<file path="config.mk">
export PLATFORM = sky130hd
export DESIGN_NAME = adagrad_isqrt
export DESIGN_NICKNAME = d
export VERILOG_FILES = /design/src/rtl/core/adagrad_pkg.sv /design/src/rtl/core/adagrad_isqrt.sv
export SDC_FILE = /design/constraint.sdc
export NUM_CORES = 2
export LEC_CHECK = 0
export BUFFER_PORTS_ARGS = -buffer_cell sky130_fd_sc_hd__buf_2
export CORE_UTILIZATION = 50
export CTS_BUF_LIST = sky130_fd_sc_hd__clkbuf_16
export CTS_CLUSTER_SIZE = 14
export DETAILED_ROUTE_END_ITERATION = 10
export HOLD_SLACK_MARGIN = 0.02
export PLACE_DENSITY_LB_ADDON = 0.2
export SYNTH_ARGS = -nofsm -noshare
export SYNTH_HDL_FRONTEND = slang
export SYNTH_SLANG_ARGS = --single-unit
</file>
<file path="constraint.sdc">
create_clock -name clk -period 8.7 [get_ports clk]
set_clock_uncertainty 0.1 [all_clocks]
set_input_delay 1.305 -clock clk [delete_from_list [all_inputs] [get_ports clk]]
set_output_delay 1.305 -clock clk [all_outputs]
set_load 0.01 [all_outputs]
</file>
<file path="src/rtl/core/adagrad_pkg.sv">
// ----------------------------------------------------------------------------
// AdaGrad update package
// Shared widths, types, configuration codes and arithmetic step functions.
// ----------------------------------------------------------------------------
package adagrad_pkg;

    localparam int IDX_W   = 12;
    localparam int DATA_W  = 32;
    localparam int STAB_W  = 16;
    localparam int ACC_W   = 64;
    localparam int ROOT_W  = ACC_W / 2;
    localparam int REM_W   = ROOT_W + 4;
    localparam int DEN_W   = ROOT_W + 1;
    localparam int QUO_W   = 34;
    localparam int RES_W   = 36;
    localparam int SQRT_STAGES = ROOT_W / 2;
    localparam int DIV_STAGES  = QUO_W / 2;

    localparam logic [QUO_W-1:0] STEP_LIMIT = QUO_W'(1) << 33;

    typedef enum logic [0:0] {
        CFG_LEARNING_RATE = 1'b0,
        CFG_STABILIZER    = 1'b1
    } cfg_index_t;

    typedef struct packed {
        logic signed [DATA_W-1:0] param;
        logic                     gneg;
        logic                     sat;
    } side_t;

    typedef struct packed {
        logic [REM_W-1:0]  rem;
        logic [ROOT_W-1:0] root;
    } sqrt_acc_t;

    typedef struct packed {
        logic [DEN_W-1:0] rem;
        logic [QUO_W-1:0] quo;
    } div_acc_t;

    // One digit of the restoring square root: two radicand bits per step.
    function automatic sqrt_acc_t sqrt_step(sqrt_acc_t a, logic [1:0] pair);
        sqrt_acc_t        r;
        logic [REM_W-1:0] sh;
        logic [REM_W-1:0] trial;
        sh    = {a.rem[REM_W-3:0], pair};
        trial = REM_W'({a.root, 2'b01});
        if (sh >= trial)
        begin
            r.rem  = sh - trial;
            r.root = {a.root[ROOT_W-2:0], 1'b1};
        end
        else
        begin
            r.rem  = sh;
            r.root = {a.root[ROOT_W-2:0], 1'b0};
        end
        return r;
    endfunction

    // One quotient bit of the restoring division.
    function automatic div_acc_t div_step(div_acc_t a, logic [DEN_W-1:0] den, logic nb);
        div_acc_t       r;
        logic [DEN_W:0] sh;
        logic [DEN_W:0] diff;
        sh   = {a.rem, nb};
        diff = sh - {1'b0, den};
        if (sh >= {1'b0, den})
        begin
            r.rem = diff[DEN_W-1:0];
            r.quo = {a.quo[QUO_W-2:0], 1'b1};
        end
        else
        begin
            r.rem = sh[DEN_W-1:0];
            r.quo = {a.quo[QUO_W-2:0], 1'b0};
        end
        return r;
    endfunction

endpackage

</file>
<file path="src/rtl/core/adagrad_isqrt.sv">
// ----------------------------------------------------------------------------
// AdaGrad square root pipeline
// Integer square root of the accumulator, two root bits per stage.
// ----------------------------------------------------------------------------
module adagrad_isqrt (
    input  logic                            clk,
    input  logic                            rst_n,
    input  logic                            adv,
    input  logic                            in_valid,
    input  logic [adagrad_pkg::ACC_W-1:0]   in_h,
    input  logic [adagrad_pkg::ACC_W-1:0]   in_num,
    input  adagrad_pkg::side_t              in_side,
    output logic                            out_valid,
    output logic [adagrad_pkg::ROOT_W-1:0]  out_root,
    output logic [adagrad_pkg::ACC_W-1:0]   out_num,
    output adagrad_pkg::side_t              out_side
);
    import adagrad_pkg::*;

    logic             valid_reg [SQRT_STAGES];
    logic [ACC_W-1:0] h_reg     [SQRT_STAGES];
    logic [ACC_W-1:0] num_reg   [SQRT_STAGES];
    side_t            side_reg  [SQRT_STAGES];
    sqrt_acc_t        acc_reg   [SQRT_STAGES];

    genvar s;
    for (s = 0; s < SQRT_STAGES; s++)
    begin : g_stage
        logic             prev_valid;
        logic [ACC_W-1:0] prev_h;
        logic [ACC_W-1:0] prev_num;
        side_t            prev_side;
        sqrt_acc_t        prev_acc;
        sqrt_acc_t        mid_acc;
        sqrt_acc_t        next_acc;

        if (s == 0)
        begin : g_first
            assign prev_valid = in_valid;
            assign prev_h     = in_h;
            assign prev_num   = in_num;
            assign prev_side  = in_side;
            assign prev_acc   = '0;
        end
        else
        begin : g_rest
            assign prev_valid = valid_reg[s-1];
            assign prev_h     = h_reg[s-1];
            assign prev_num   = num_reg[s-1];
            assign prev_side  = side_reg[s-1];
            assign prev_acc   = acc_reg[s-1];
        end

        assign mid_acc  = sqrt_step(prev_acc, prev_h[ACC_W-1-4*s -: 2]);
        assign next_acc = sqrt_step(mid_acc, prev_h[ACC_W-3-4*s -: 2]);

        always_ff @(posedge clk or negedge rst_n)
        begin
            if (!rst_n)
            begin
                valid_reg[s] <= 1'b0;
            end
            else if (adv)
            begin
                valid_reg[s] <= prev_valid;
            end
        end

        always_ff @(posedge clk)
        begin
            if (adv)
            begin
                h_reg[s]    <= prev_h;
                num_reg[s]  <= prev_num;
                side_reg[s] <= prev_side;
                acc_reg[s]  <= next_acc;
            end
        end
    end

    assign out_valid = valid_reg[SQRT_STAGES-1];
    assign out_root  = acc_reg[SQRT_STAGES-1].root;
    assign out_num   = num_reg[SQRT_STAGES-1];
    assign out_side  = side_reg[SQRT_STAGES-1];

endmodule

</file>
Word-level counts from Yosys, hierarchy flattened
Memories as Yosys holds them, arrays and structs flattened.
Index checks and enable logic that the tools add are counted.
{"block": "totals", "register_bits": 16, "latch_bits": 0, "mem_bits_rw": 3680, "romBits": 0, "input_bits": 166, "output_inout_bits": 131, "word_cells": 118, "mem_count": 4}
{"memory": "acc_reg", "depth": 16, "word_bits": 68, "rd": 16, "rd_clocked_by_memory_dff": 0, "write_ports": 16, "line_no": "adagrad_isqrt.sv:24", "text": "sqrt_acc_t acc_reg [SQRT_STAGES];"}
{"memory": "h_reg", "depth": 16, "word_bits": 64, "rd": 15, "rd_clocked_by_memory_dff": 0, "write_ports": 16, "line_no": "adagrad_isqrt.sv:21", "text": "logic [ACC_W-1:0] h_reg [SQRT_STAGES];"}
{"memory": "num_reg", "depth": 16, "word_bits": 64, "rd": 16, "rd_clocked_by_memory_dff": 0, "write_ports": 16, "line_no": "adagrad_isqrt.sv:22", "text": "logic [ACC_W-1:0] num_reg [SQRT_STAGES];"}
{"memory": "side_reg", "depth": 16, "word_bits": 34, "rd": 16, "rd_clocked_by_memory_dff": 0, "write_ports": 16, "line_no": "adagrad_isqrt.sv:23", "text": "side_t side_reg [SQRT_STAGES];"}
{"block": "op_classes", "addsub": 32, "n_mul": 0, "n_div": 0, "n_lt_le_gt_ge": 32, "n_eq_ne": 0, "shifts": 0, "muxes": 34, "bitwise": 0, "reduce_logical": 0}
{"op": ">= comparator 36 x 34 -> 1 bit", "count": 31}
{"op": "2-to-1 mux 68 bit", "count": 16}
{"op": "2-to-1 mux 66 bit", "count": 16}
{"op": "subtractor 36 x 34 -> 36 bit", "count": 16}
{"op": "subtractor 34 bit", "count": 15}
{"op": "subtractor 2 x 1 -> 3 bit, second input constant", "count": 1}
{"op": ">= comparator 2 x 1 -> 1 bit, second input constant", "count": 1}
{"op": "2-to-1 mux 1 bit", "count": 2}

Logic depth before layout (Yosys ltp)
An unclocked memory read counts as a cell.
{"block": "depth", "depth_word": 5, "mapped_depth": 28, "mapped_depth_nobuf": 28}

Worst setup path after synthesis
No wires, ideal clock.
{"block": "synth_path", "kind": "reg-to-reg", "from": "memory acc_reg[1][353] (netlist bit)", "to": "memory acc_reg[1][444] (netlist bit) (data pin)", "setup_time_ns": 0.260, "arrival_time_ns": 6.133, "t_required_ns": 8.340, "path_slack_ns": 2.207, "path_stages_with_launch": 27, "n_path_buf": 5, "path_cell_list": "edfxtp_1 -> inv_1 -> ha_1 -> clkbuf_1 -> a21oi_1 -> o21ai_0 -> a311oi_1 -> nor2_1 -> a311oi_1 -> clkbuf_1 -> buf_1 -> mux2_2 -> ha_1 -> clkbuf_1 -> a21o_1 -> a21o_1 -> a21oi_1 -> o21ai_0 -> a31oi_1 -> nand3_1 -> a31oi_1 -> o31ai_1 -> o211ai_1 -> nand4b_1 -> nor4_1 -> clkbuf_1 -> mux2_2"}
{"item": "start: declaration", "line_no": "adagrad_isqrt.sv:24"}

==> parameters.txt <==
Parameter                              Value

Timing
  Hold Vio Cnt, Final ... 0
  Setup-failing EPs final ... 0
  Final Cycle Share ... 0.865
  Max Clock Freq ... 133 MHz
  Setup repair after global routing missed its margin ... no
  Min Hold Slack ... 129 ps
  Max-slew violation count ... 0
  Post-route setup TNS ... 0 ps
  Worst relative slew slack ... 0.226
  Final min period ... 7530 ps
  Measured slew at the worst slew-check pin ... 1160 ps

Finish
  Count of fill cells added during filler insertion ... 20339
  Flip-flop count of the largest register, all copies and words added ... 1024
  Count of nets after finishing ... 10764
  Multi-input gate area ... 0.0412 mm2
  Sequential standard cell area ... 0.0847 mm2
  Ratio of cells with drive above 1 in the final layout ... 0.100
  Area added between synthesis and finish ... 12.0%

Critical path
  Worst endpoint data arrival time ... 8020 ps
  CP peak stage delay ... 940 ps
  Worst path top cell family by delay ... simple AND/OR/NAND/NOR gates
  Buffer and inverter count on the worst path ... 5
  Setup slack of the most critical reg-to-reg path ... 1170 ps
  Worst reg-to-reg path cell count ... 25
  Critical path peak fanout ... 28
  Highest-delay cell along the critical path ... nor4_1
  End of the worst register-to-register path ... acc_reg[1][60]$_DFFE_PP_
  Crit Path Category ... reg -> reg
  Reg2reg start ... acc_reg[0][489]$_DFFE_PP_
  Startpoint class of the critical path ... register
  Element type at the critical path end ... register
  Critical path origin ... acc_reg[0][489]$_DFFE_PP_
  CP required ... 9200 ps

Floorplan
  Die ar. ... 0.259 mm2
  Die Span Y ... 509 um
  Total number of placement rows ... 185
  Core Area ... 0.255 mm2
  Die width ... 509 um
  Top-level port count ... 297
  Initial standard-cell utilization of the core ... 0.505

Route
  Final WL ... 273000 um
  DRC errors left ... 0
  Routed via count ... 76757
  Residual antenna-violating net count after detailed routing ... 0
  Average via count per standard cell ... 5.63
  1st-iter DRT viols ... 5939
  Detail-routed net length per standard cell ... 20.0 um
  Number of detailed-routing iterations run before antenna repair ... 6

Logic synthesis
  Most used flip-flop cell after synthesis ... edfxtp_1
  Cell type with the largest total area after synthesis ... edfxtp_1
  Dominant cell by count in the synthesized netlist ... edfxtp_1
  Yosys warning count ... 0
  Top-area cell type share of the netlist area ... 0.655
  Number of distinct library cells after synthesis ... 101
  Async S/R FF share, synth ... 0.00567
  Post-synthesis instance area ... 0.129 mm2
  Post-synth EDFFs ... 2807
  Seq cells post-synth ... 2823
  Leading post-synthesis cells by cell area ... edfxtp_1 66%, ha_1 5.4%, xnor2_1 3.2%, a21oi_1 2.4%, xor2_1 2.2%
  Mapped Cells ... 9606
  Fraction of the yosys area taken by sequential cells ... 0.658
  Average footprint of a synthesized cell ... 13.4 um2
  Most instantiated cells after synthesis ... 2807 x edfxtp_1, 668 x nand2_1, 619 x a21oi_1

Clock network
  Quantity of gates resized following cts ... 0
  Post CTS Setup Buffer Count ... 0
  Total clock buffers created by CTS ... 312
  Clock Sinks ... 2823
  Clock tree from TritonCTS ... built
  Hold-fix buffers, CTS ... 0
  Clock transition time at the flip-flop clock pins of the worst setup and hold paths ... 70 ps
  Clock insertion delay at the later pin of the skew report ... 950 ps
  H-tree depth ... 5
  Root buffer cell ... clkbuf_16
  Clock Path Buffers ... 4

Placement
  Count of input and output buffers ... 296
  Final weighted congestion in routability-driven placement ... 0.920
  Placed wire-length estimate after detailed placement ... 197000 um

Global routing
  Pin count of the biggest net entering global routing ... 207
  Overall track demand over capacity in global routing ... 0.207
  Global-route wire length before repair ... 421000 um
  Number of antenna violations at the first check in global routing ... 8
  Total congestion overflow ... 0
  Via count of the first global-routing pass ... 74640

Status
  Result of the run ... complete, no violations

Power and ir drop
  Highest ir drop seen on vdd ... 0.225 mV
  Leakage power summed over all cells ... 0.0537 uW
  Pwr dens ... 295 mW/mm2

Hold path
  Path type of the worst min-delay path ... in -> async

Run
  Max-cap violations ... 0
==> where the power goes <==
group	switching [uW]	internal (uW)	leakage, uW
Combinational	7090	4870	0.0213
Clock	5140	7530	0.00497
Sequential	992	16900	0.0274
Total	13200	29300	0.0537
==> cell type report <==
| type | count | share of cell area |
|---|---|---|
| Clock inverter | 227 | 0.0140 |
| Sequential cell | 2823 | 0.588 |
| Inverter | 466 | 0.0121 |
| Multi-Input combinational cell | 6056 | 0.286 |
| Clock buffer | 314 | 0.0545 |
| Timing Repair Buffer | 381 | 0.0163 |
| Tap cell | 3366 | 0.0292 |
| Antenna cell | 3 | 0.0000521 |
==> routing by layer <==
layer	track usage	wire length (um)
met3	0.0328	14300
met5	0	0
met4	0.0660	8140
met1	0.289	124000
met2	0.331	127000
==> cell families after synthesis <==
| family | synth area share |
|---|---|
| and+or+nand+nor | 0.0992 |
| other | 0.0000291 |
| muxes | 0.0122 |
| AOI/OAI and AO/OA | 0.100 |
| DFF | 0.658 |
| xor gates and xnor gates | 0.0533 |
| buffers and inverters | 0.0224 |
| adders and majority gates | 0.0543 |
==> placed cells by master, fill, tap and decap left out, drive strengths merged, types with 49 or more instances in the layout <==
cell type	Yosys	layout
mux2	119	119
and2	65	65
a31oi	65	65
clkbuf	190	314
edfxtp	2807	2807
clkinv	4	127
buf	73	381
nor2	569	569
or3	63	63
and3	66	66
nand4	131	131
o31ai	66	66
xnor2	463	463
or2	52	52
o21bai	69	69
nand3	196	196
nor2b	90	90
inv	462	517
nor4	117	117
or4	49	49
xor2	320	320
ha	558	558
a211oi	65	65
o21a	82	82
a21o	268	268
a21oi	619	619
nand2	668	668
nor3	213	213
nand2b	104	104
o21ai	457	457
==> stage by stage <==
| step | worst slack, ps | cell area [um2] | std cells | total power (uW) | utilization |
|---|---|---|---|---|---|
| 2_1_floorplan | 2210 | 129000 | 9608 | 26600 | - |
| 3_3_place_gp | 1280 | 134000 | 13092 | 29800 | 0.526 |
| 3_5_place_dp | 1170 | 134000 | 13092 | 30000 | 0.526 |
| 4_1_cts | 1120 | 144000 | 13633 | 42900 | 0.565 |
| 5_1_grt | 725 | 144000 | 13634 | 44900 | 0.565 |
| 6_report | 1170 | 144000 | 13636 | 42600 | 0.565 |
==> worst max-delay path by stage <==
stage	endpoint	slack (ps)	cells after the start
2_1_floorplan	acc_reg[1][444]$_DFFE_PP_	2210	26
3_3_place_gp	acc_reg[1][56]$_DFFE_PP_	1280	25
3_5_place_dp	acc_reg[1][56]$_DFFE_PP_	1170	25
4_1_cts	acc_reg[1][56]$_DFFE_PP_	1120	25
5_1_grt	acc_reg[1][60]$_DFFE_PP_	730	25
6_report	acc_reg[1][60]$_DFFE_PP_	1170	25
Power figures use the tool's default switching activity.
